$ cat config.mk
export PLATFORM = sky130hd
export DESIGN_NAME = sce_cell
export DESIGN_NICKNAME = d
export VERILOG_FILES = /design/src/hw/rtl/sce_pkg.sv /design/src/hw/rtl/sce_cell.sv
export SDC_FILE = /design/constraint.sdc
export NUM_CORES = 1
export LEC_CHECK = 0
export BUFFER_PORTS_ARGS = -buffer_cell sky130_fd_sc_hd__buf_2
export CAP_MARGIN = 20
export CORE_MARGIN = 10
export CORE_UTILIZATION = 38
export CTS_BUF_LIST = sky130_fd_sc_hd__clkbuf_8
export DETAILED_ROUTE_END_ITERATION = 6
export GPL_TIMING_DRIVEN = 0
export PLACE_DENSITY = 0.76
export SYNTH_ARGS = -nofsm -noshare
export SYNTH_HDL_FRONTEND = slang
export SYNTH_SLANG_ARGS = --single-unit
$ cat constraint.sdc
create_clock -name clock -period 0.8 [get_ports clock]
set_input_delay 0.16 -clock clock [delete_from_list [all_inputs] [get_ports clock]]
set_output_delay 0.16 -clock clock [all_outputs]
set_load 0.02 [all_outputs]
$ cat src/hw/rtl/sce_pkg.sv
`timescale 1ns / 1ps
`default_nettype none
package sce_pkg;

   localparam int PIX_W   = 16;
   localparam int TAP_W   = 18;
   localparam int VAL_W   = 24;
   localparam int OPA_W   = 25;
   localparam int PROD_W  = OPA_W + TAP_W;
   localparam int ACC_W   = 50;

   localparam logic [1:0] MODE_PIXEL = 2'd0;
   localparam logic [1:0] MODE_HTAP  = 2'd1;
   localparam logic [1:0] MODE_VTAP  = 2'd2;

   localparam logic [1:0] REG_ROW_LENGTH = 2'd0;
   localparam logic [1:0] REG_ROW_COUNT  = 2'd1;
   localparam logic [1:0] REG_HWIDTH     = 2'd2;
   localparam logic [1:0] REG_VWIDTH     = 2'd3;

   typedef struct packed {
      logic clear;
      logic valid;
   } mac_ctl_type;

   function automatic logic signed [VAL_W-1:0] round_sat(input logic signed [ACC_W-1:0] acc);
      logic             neg;
      logic [ACC_W-1:0] mag;
      logic [ACC_W-1:0] q;
      logic signed [VAL_W-1:0] ret;
      neg = acc[ACC_W-1];
      mag = neg ? (~acc + 1'b1) : acc;
      q   = (mag + ACC_W'(32768)) >> 16;
      if (neg) begin
         if (q > ACC_W'(8388608)) ret = 24'sh800000;
         else ret = VAL_W'(~q + 1'b1);
      end else begin
         if (q > ACC_W'(8388607)) ret = 24'sh7FFFFF;
         else ret = VAL_W'(q);
      end
      return ret;
   endfunction

endpackage
`default_nettype wire

$ cat src/hw/rtl/sce_cell.sv
`timescale 1ns / 1ps
`default_nettype none
module sce_cell (
   input  wire logic        clock,
   input  wire logic        reset,
   input  wire logic        shift_en,
   input  wire logic        rot_en,
   input  wire logic [15:0] shift_in,
   input  wire logic [15:0] rot_in,
   output logic      [15:0] q
);
   import sce_pkg::*;

   logic [PIX_W-1:0] q_ff;

   always_ff @(posedge clock) begin
      if (reset) begin
         q_ff <= '0;
      end else if (shift_en) begin
         q_ff <= shift_in;
      end else if (rot_en) begin
         q_ff <= rot_in;
      end
   end

   assign q = q_ff;

endmodule
`default_nettype wire

# --- Word-level counts from Yosys, hierarchy flattened ---
# Cells that the tools add are included.
totals:
  regBits: 16
  latchBits: 0
  ram_bits: 0
  rom_bits: 0
  inputBits: 36
  out_inout_bits: 16
  elab_cells: 4
  memories: 0
classes:
  addsub: 0
  n_mul: 0
  n_div: 0
  order_cmp: 0
  eq_ne: 0
  shift: 0
  n_mux: 2
  bitwise: 0
  n_reduce_logical: 1
ops:
  columns: ["operator", "count"]
  rows:
  - ["$mux 16", 2]
  - ["$reduce_bool 2->1", 1]

# --- Depth between registers and ports, before layout ---
logic_depth:
  word_depth: 2
  mapped_depth: 4
  ltp_nobuf: 2

# --- Worst setup path after synthesis ---
# OpenSTA, ideal clock, no wires.
synth_path:
  path_type: "in2reg"
  start: "input rot_en"
  end: "register q_ff[10], in the netlist q[10]"
  setup_ns: 0.126
  arrival_time_ns: 0.694
  required_time_ns: 0.674
  setup_slack_ns: -0.020
  stages: 4
  n_path_buf: 2
  path_cell_list: "buf_6 buf_12 mux2i_1 a211oi_2"
synth_between:
  elab_chain_cells: 1
synth_rtl:
  columns: ["item", "line_no", "text"]
  rows:
  - ["from (decl)", "sce_cell.sv:7", "input wire logic rot_en,"]
  - ["$reduce_bool 2->1 (no line)", null, null]
  - ["to (signal assigned)", "sce_cell.sv:20", "q_ff <= shift_in;"]
  - ["to (signal assigned)", "sce_cell.sv:22", "q_ff <= rot_in;"]
  - ["to (decl)", "sce_cell.sv:14", "logic [PIX_W-1:0] q_ff;"]
# Every way passes these cells.
# A chain may end at the register's enable or synchronous reset.

# --- Worst setup path after layout ---
layout_path:
  start: "register q_ff[4], in the netlist q[4]"
  end: "output q[4]"
layout_rtl:
  columns: ["item", "line_no", "text"]
  rows:
  - ["to (decl)", "sce_cell.sv:10", "output logic [15:0] q"]
# No word-level cell between the ends.

==> impl_metrics.ini <==
[status]
status = complete, but fails checks
failed_checks = negative setup slack

[critical_path]
cp_data_required_time_ns = 0.64
worstSetupPathType = reg -> out
worst_path_largest_cell_delay_ns = 0.34
cp.arrival_ns = 0.70
cell_by_cell_trace_of_the_critical_path = buf_6
critical_path.startpoint_type = flip-flop
critPathSlowestCell = dfxtp_2
crit_path_max_fanout = 2
cp_num_buf_inv = 1
crit_family = flip-flops
end_kind = output pin

[global_routing]
first_pass_grt_wire_length_mm = 3.74
first_global_vias = 855
antenna_found_initial = 0
grt_remaining_overflow = 0
groute.usage.overall_pct = 10.7
grt_max_degree = 11

[floorplanning]
placeableCoreArea_sq_mm = 0.00198
floorplan.initialDensity_pct = 40.7
floorplan.die.width_microns = 66.1
io_pins = 52
num_rows = 16
dieHeight_microns = 66.1
die-area_sq_mm = 0.00436

[timing]
tightestPinTransition_ns = 0.293
setup_viol = 17
finalWorstSetupSlack_ns = -0.0612
finalHoldViolCount = 0
max_clk_rate_ghz = 1.16
max_slew_margin_pct = 80.5
period_minus_slack_ns = 0.861
unrepaired_setup_endpoints_after_global_routing = true
final.setup_skew_ns = 0
final.period_utilization_pct = 108
pins_over_their_slew_limit = 0

[routing]
number_of_nets_still_failing_antenna_checks_after_routing = 0
num_vias = 737
vias_per_cell = 4.85
route.detailed.drc = 0
dr.first_iter.drc_count = 29
drt-pass1-iter-count = 4
wl_per_cell_microns = 15.4
drt_wl_total_mm = 2.35

[logic_synthesis]
ys_warn_count = 0
synth.ff_latch_count = 16
synth_commonest_cells = dfxtp_1, mux2i_1, nor2b_1
postSynthAreaPerCell_sq_um = 11.3
netlist_top_cells_area = dfxtp_1, mux2i_1, a211oi_2, nor2b_1, a211oi_1
area_share_of_the_leading_cell_type_in_the_synthesized_netlist_pct = 39.8
synthesis.instances = 71
synth_area_leader_cell = dfxtp_1
post_synth_instance_area_sq_um = 806
synth.distinct_cells = 12
synth.yosys.seq_area_share_pct = 39.8
ys_dominant_reg_cell = dfxtp_1
number_of_flops_mapped_to_enable_cells_by_yosys = 0
asyncSetResetFlopFracSynth_pct = 0
synthesis.nets = 107

[pwr]
power.density_mw_per_mm2 = 1670
power.combinational.fraction_pct = 25.4
power_switching_uw = 538
total_leakage_power_uw = 0.000595
cell_internal_pwr_uw = 1600
switching_part_of_the_total_pct = 25.1
max-vdd-ir-drop_v = 0.00154
share_clk_of_total_power_pct = 32.0
power.sequential.fraction_pct = 42.6

[clocking]
tritoncts = done
clockRootBuffer = clkbuf_8
max-clock-path-buffers = 2
clkSlewWorstSetupHoldPaths_ns = 0.06
cts_buffers = 3
ctsHtreeMaxLevel = 1
insertion_delay_ns = 0.24
clock_sink_count = 16

[layout]
postLayoutCoreUtil_pct = 64.6
final_layout_size_suffix_gt1_share_pct = 68.0
fill_cells = 158
area_delta_synth_final_pct = 58.9
design_area_sq_mm = 0.00128
antenna_diode_count = 0
numnets_final = 162
flip_flop_count_of_the_largest_register_all_copies_and_words_added = 16

[placed_design]
gpl.final_weighted_congestion = 0.757
dpl-instance-area_sq_mm = 0.00110
io_buffer_count = 49
placement.setup.worst_slack_ns = -0.233
detailedPlacementHpwl_mm = 1.85

[run]
cap_viol_max_count = 0

[worst_hold_path]
hold_path.class = in -> reg
[through the flow]
step                      hold WS [ns]  total power (uW)  TNS (ns)  instances
after detailed placement         0.469              1370     -2.16        147
after floorplan                  0.351              1190         0         71
after global placement           0.458              1360     -1.88        147
after global routing             0.222              2250     -1.21        152
final                            0.208              2140    -0.749        152
after CTS                        0.204              2160    -0.823        151
[area by class of cell]
| class | instances | area (sq um) | area share [%] |
|---|---|---|---|
| buffer | 6 | 63.8 | 4.99 |
| clock buffer | 4 | 55.1 | 4.30 |
| inverter | 1 | 3.75 | 0.293 |
| multi-input combinational | 48 | 430 | 33.6 |
| sequential | 16 | 340 | 26.6 |
| tap | 27 | 33.8 | 2.64 |
| timing repair buffer | 50 | 353 | 27.6 |
[per-layer routing]
metal | vias to the layer above | share of wire, % | routed length, microns | global-route usage (%)
li1 | 363 | - | - | -
met1 | 358 | 32 | 746 | 9.55
met2 | 14 | 63 | 1470 | 22.5
met3 | 2 | 4.3 | 102 | 2.54
met4 | 0 | 1.2 | 29 | 3.14
met5 | - | 0 | 0 | 0
[power by group through the flow]
stage          Sequential (uW)  Combinational (uW)  Clock (uW)
3_5_place_dp               901                 470           0
5_1_grt                    920                 584         749
4_1_cts                    911                 542         705
6_report                   912                 543         685
3_3_place_gp               899                 460           0
2_1_floorplan              979                 214           0
[timing repair]
item | in CTS | in global routing
pin swaps | 0 | 1
setup buffers | 0 | 1
resized for setup | 48 | 2
endpoints found under the setup margin | 16 | 26
hold buffers | 0 | 0
[kinds of logic (layout without fill, tap and decap cells)]
logic type / count (synthesis) / after routing / share of synthesized area, %
AOI/OAI and AO/OA: 16 / 16 / 21.1
buffers and inverters: 7 / 61 / 6.83
DFF: 16 / 16 / 39.8
muxes: 16 / 16 / 19.9
and+or+nand+nor: 16 / 16 / 12.4
[path summary, 6_finish.rpt]
check	start	to	slack [ns]	cells after the start
setup / recovery	q[4]	q[4]	-0.06	1
hold / removal	shift_in[0]	q[0]	0.21	3
setup reg to reg	q[8]	q[8]	0	3
hold reg to reg	q[14]	q[14]	0.56	2
[cells in the final DEF (no fill, tap or decap)]
master    Yosys  final
a211oi_1      6      6
a211oi_2     10     10
buf_1         1      1
buf_12        1      2
buf_2         1     33
buf_4         1      3
buf_6         1     16
clkbuf_2      0      1
clkbuf_8      0      4
dfxtp_2       0     16
inv_1         1      1
mux2i_1      16     16
nor2b_1      16     16
(Power assumes the default switching activity.)
