### src/hw/rtl/sce_pkg.sv
`timescale 1ns / 1ps
`default_nettype none
package sce_pkg;

   localparam int PIX_W   = 16;
   localparam int TAP_W   = 18;
   localparam int VAL_W   = 24;
   localparam int OPA_W   = 25;
   localparam int PROD_W  = OPA_W + TAP_W;
   localparam int ACC_W   = 50;

   localparam logic [1:0] MODE_PIXEL = 2'd0;
   localparam logic [1:0] MODE_HTAP  = 2'd1;
   localparam logic [1:0] MODE_VTAP  = 2'd2;

   localparam logic [1:0] REG_ROW_LENGTH = 2'd0;
   localparam logic [1:0] REG_ROW_COUNT  = 2'd1;
   localparam logic [1:0] REG_HWIDTH     = 2'd2;
   localparam logic [1:0] REG_VWIDTH     = 2'd3;

   typedef struct packed {
      logic clear;
      logic valid;
   } mac_ctl_type;

   function automatic logic signed [VAL_W-1:0] round_sat(input logic signed [ACC_W-1:0] acc);
      logic             neg;
      logic [ACC_W-1:0] mag;
      logic [ACC_W-1:0] q;
      logic signed [VAL_W-1:0] ret;
      neg = acc[ACC_W-1];
      mag = neg ? (~acc + 1'b1) : acc;
      q   = (mag + ACC_W'(32768)) >> 16;
      if (neg) begin
         if (q > ACC_W'(8388608)) ret = 24'sh800000;
         else ret = VAL_W'(~q + 1'b1);
      end else begin
         if (q > ACC_W'(8388607)) ret = 24'sh7FFFFF;
         else ret = VAL_W'(q);
      end
      return ret;
   endfunction

endpackage
`default_nettype wire

### src/hw/rtl/sce_mac.sv
`timescale 1ns / 1ps
`default_nettype none
module sce_mac (
   input  wire logic                                clock,
   input  wire logic                                reset,
   input  wire sce_pkg::mac_ctl_type                ctl,
   input  wire logic signed [sce_pkg::OPA_W-1:0]    a,
   input  wire logic signed [sce_pkg::TAP_W-1:0]    b,
   output logic signed      [sce_pkg::ACC_W-1:0]    acc
);
   import sce_pkg::*;

   logic signed [PROD_W-1:0] prod_ff;
   logic                     pv_ff;
   logic signed [ACC_W-1:0]  acc_ff;

   always_ff @(posedge clock) begin
      prod_ff <= a * b;
   end

   always_ff @(posedge clock) begin
      if (reset) begin
         pv_ff  <= 1'b0;
         acc_ff <= '0;
      end else if (ctl.clear) begin
         pv_ff  <= 1'b0;
         acc_ff <= '0;
      end else begin
         pv_ff <= ctl.valid;
         if (pv_ff) acc_ff <= acc_ff + ACC_W'(prod_ff);
      end
   end

   assign acc = acc_ff;

endmodule
`default_nettype wire

### config.mk
export PLATFORM = sky130hd
export DESIGN_NAME = sce_mac
export DESIGN_NICKNAME = d
export VERILOG_FILES = /design/src/hw/rtl/sce_pkg.sv /design/src/hw/rtl/sce_mac.sv
export SDC_FILE = /design/constraint.sdc
export NUM_CORES = 1
export LEC_CHECK = 0
export ABC_AREA = 1
export BUFFER_PORTS_ARGS = -buffer_cell sky130_fd_sc_hd__buf_2
export CORE_AREA = 2 2 263 265
export DETAILED_ROUTE_END_ITERATION = 8
export DIE_AREA = 0 0 265 267
export GPL_ROUTABILITY_DRIVEN = 0
export GPL_TIMING_DRIVEN = 0
export SETUP_SLACK_MARGIN = 0.05
export SLEW_MARGIN = 20
export SYNTH_ARGS = -nofsm -noshare
export SYNTH_HDL_FRONTEND = slang
export SYNTH_SLANG_ARGS = --single-unit
### constraint.sdc
create_clock -name clock -period 8.7 [get_ports clock]
set_input_delay 0.87 -clock clock [delete_from_list [all_inputs] [get_ports clock]]
set_output_delay 0.87 -clock clock [all_outputs]
set_load 0.005 [all_outputs]
Yosys cells after proc, flatten, opt, wreduce, memory -nomap -nowiden
Cells that the tools add are included.
W data, S select, Z words.
- flip-flop bits (word level): 94
- bits of input ports: 47
- output and inout bits: 50
- add/subtract/negate cells: 1
- $mul: 1
- reduce and logical (&&, ||, !) cells: 1
- operator list (operator ; count):
    $add A50 B43 Y50 ; 1
    $mul A25 B18 Y43 ; 1
    $reduce_or A2 Y1 ; 1

Depth between registers and ports, before layout
- word-level depth: 1
- gate-level depth with buffers: 29
- mapped depth without buffers: 27

Worst setup path after synthesis
Ideal clock, no wire load.
- path kind: input port to flip-flop
- from: in a[24] (netlist name)
- to: reg prod_ff[40]
- library setup time: 0.121 ns
- arrival: 6.075 ns
- slack: 2.504 ns
- stages on the path: 19
- path buffers: 2
- path through: clkbuf_1 clkbuf_1 nand2_1 fa_1 inv_1 fa_1 inv_1 fa_1 fa_1 fa_1 fa_1 inv_1 ha_1 a21oi_1 o21ai_0 a211oi_1 o21a_1 nand3_1 xor2_1
- longest elaborated chain between the ends: 1
- RTL lines (item ; line ; source):
    start, declared ; sce_mac.sv:7 ; input wire logic signed [sce_pkg::OPA_W-1:0] a,
    $mul A25 B18 Y43 ; sce_mac.sv:18 ; prod_ff <= a * b;
    end signal, assigned ; sce_mac.sv:18 ;
    end, declared ; sce_mac.sv:13 ; logic signed [PROD_W-1:0] prod_ff;
Every way passes these cells.
A chain may end at the register's enable or synchronous reset.

Worst setup path in the final report
- from: in b[6] (netlist name)
- to: reg prod_ff[40]
- longest elaborated chain between the ends: 1
- RTL lines (item ; line ; source):
    start, declared ; sce_mac.sv:8 ; input wire logic signed [sce_pkg::TAP_W-1:0] b,
    $mul A25 B18 Y43 ; sce_mac.sv:18 ;
Every way passes these cells.

==> out/metrics.yaml <==
final_layout:
  layout-drive-gt1-share_pct: 4.00
  nets: 3966
  regArea_um2: 1880
  final_common_cell: "inv_1"
  fillerInstances: 7314
  area.growth.synth_to_final_pct: 7.09
  final_cell_mix: "895 x inv_1, 807 x nand2_1, 442 x fa_1, 260 x nor2_1, 156 x ha_1"
  multi_input_area_um2: 17800
clocking:
  root_buffer: "clkbuf_16"
  postCtsHoldBufs: 0
  clockBufferDepth: 2
  post_cts_buffers: 0
  cts_tree: "done"
  clk_latency_ns: 0.37
  cts.sinks: 94
  cts_buffers: 9
  ctsResizeCount: 0
  h-tree-depth: 3
  clkTransAtPathRegs_ns: 0.07
synth:
  ys_types: 47
  synth_area_leaders: "fa_1 38%, inv_1 14%, nand2_1 13%"
  synth_top_area_share_pct: 37.6
  netlist_area_um2: 23500
  avgSynthCellArea_um2: 7.23
  syn_nets: 3901
  synth_cells: 3256
  synth_edf_count: 0
  ys_seq_area_share_pct: 7.99
  synth_top_cell_by_area: "fa_1"
  synth-seq-cells: 94
  synth_async_sr_flop_share_pct: 0
  yosysWarnings: 0
  synthFlopType: "dfxtp_1"
floorplan:
  rows: 96
  die_y_um: 267
  dieArea_um2: 70800
  die_w_um: 265
  ios: 97
  start_util_pct: 34.6
  coreArea_um2: 68000
placement:
  hpwlAfterDp_mm: 63.8
  portBuffers: 54
timing:
  finalCritPeriodShare_pct: 84.4
  clock_skew_ns: 0.0142
  max_freq_mhz: 136
  tightest_slew_ns: 0.881
  relSlewSlack_pct: 41.3
  tns_ns: 0
  slew_violations: 0
  fin_crit_ns: 7.35
  hold_viol: 0
  rsz0062_at_grt: "no"
  setup_viol: 0
critical_path:
  critPathMaxStageDelay_ns: 0.82
  cp.arrival_ns: 7.60
  rr_worst_depth: 13
  crit_start: "b[6]"
  path_buf_inv: 5
  cp_cell_sequence: "clkbuf_1 -> clkbuf_1 -> nand2_1 -> fa_1 -> inv_1 -> fa_1 -> inv_1 -> fa_1 -> fa_1 -> fa_1 -> fa_1 -> inv_1 -> ha_1 -> a21oi_1 -> o21ai_0 -> a211oi_1 -> o21a_1 -> nand3_1 -> xor2_1"
  crit_top_cell: "fa_1"
  timing.rr.start: "prod_ff[0]"
  end_kind: "flop"
  cp_top_family: "adder cells"
  critPathLaunchType: "primary input"
  slowest_stage: "fa_1"
  crit_fanout: 10
  cp.required_ns: 8.95
  worst-path-stages: 19
  critPathKind: "in -> reg"
drt:
  drt_wl_total_mm: 74.0
  avgRoutedWirePerCell_um: 17.6
  top_layer_used: "met4"
  dr.pass1.iters: 5
  dr.first_iter.drc_count: 1649
  antenna_left: 0
  route.detailed.drc: 0
  vias: 20200
  met1_length_mm: 32.7
  wl_met3_mm: 6.00
  via_per_inst: 4.80
  wl_met2_mm: 32.8
global_routing:
  grt_max_degree: 18
  overflow: 0
  grt_pass1_vias: 20400
  groute.usage.overall_pct: 21.3
  grt_pass1_wl_mm: 116
  antenna_found_initial: 1
flow_run:
  maxCapViolations: 0
min_path:
  hp-class: "reg -> reg"
  hold_start: "acc[0]"
  hold_depth: 2
outcome:
  status: "finished clean"
==> final timing paths <==
| check | end | slack, ns |
|---|---|---|
| min reg2reg | acc[0] | 0.51 |
| min | acc[0] | 0.51 |
| max | prod_ff[40] | 1.35 |
| max reg2reg | acc[46] | 5.84 |
==> routing by layer <==
| metal | track usage [%] | vias to the layer above |
|---|---|---|
| li1 | - | 9537 |
| met1 | 29.4 | 9750 |
| met2 | 34.6 | 798 |
| met3 | 2.89 | 125 |
| met4 | 6.64 | 0 |
| met5 | 0 | - |
==> sequential cells by signal, indices dropped and copies added (netlist names) <==
register and cells:
pv_ff 1, prod_ff 43, acc 50
==> cell usage after synthesis (all sizes together), types with 4 or more instances <==
cell type / instances
a21o: 10
a21oi: 101
nor2: 277
o21bai: 25
nand3: 91
o21a: 4
inv: 899
or2: 4
ha: 156
xnor2: 22
fa: 442
xor2: 42
a21boi: 4
nand2: 822
a31oi: 7
o21ai: 74
dfxtp: 94
buf: 13
clkbuf: 104
and3: 4
nor3: 17
nand4: 26
==> through the flow <==
stage	cells	hold slack, ns	utilization (%)	cell area (µm²)	setup slack (ns)
2_1_floorplan	3256	0.474	-	23500	2.50
3_3_place_gp	4192	0.489	36.6	24900	1.03
3_5_place_dp	4192	0.492	36.6	24900	1.00
4_1_cts	4208	0.501	37.1	25200	1.40
5_1_grt	4209	0.532	37.1	25200	1.07
6_report	4209	0.507	37.1	25200	1.35
==> layout make-up <==
type,instances,share of cell area [%]
multi-input cells,2146,70.8
inverters,899,13.4
flip-flops and latches,94,7.47
well taps,882,4.38
plain buffers,117,1.77
repair buffers,54,1.07
clock buffers,10,0.948
clock inverters,6,0.213
diodes,1,0.00993
==> tightest hold or removal path: stages, from the launching register on <==
cell	delay, ns
dfxtp_1	0.34
nand2_1	0.07
a21oi_1	0.05
==> kinds of logic (layout without fill, tap and decap cells) <==
| logic type | count (synthesis) | after routing | synth area share (%) |
|---|---|---|---|
| AND/OR/NAND/NOR | 1247 | 1247 | 21.6 |
| AO/OA/AOI/OAI | 237 | 237 | 5.92 |
| flip-flops | 94 | 94 | 7.99 |
| XOR/XNOR | 64 | 64 | 2.38 |
| adder cells (fa/ha/maj) | 598 | 598 | 45.9 |
| buffers and inverters | 1016 | 1086 | 16.2 |
| other | 0 | 1 | 0 |
Power is left out: the tool's default activity adds up to more than one toggle a clock period on the data nets, which glitch-free logic cannot reach.
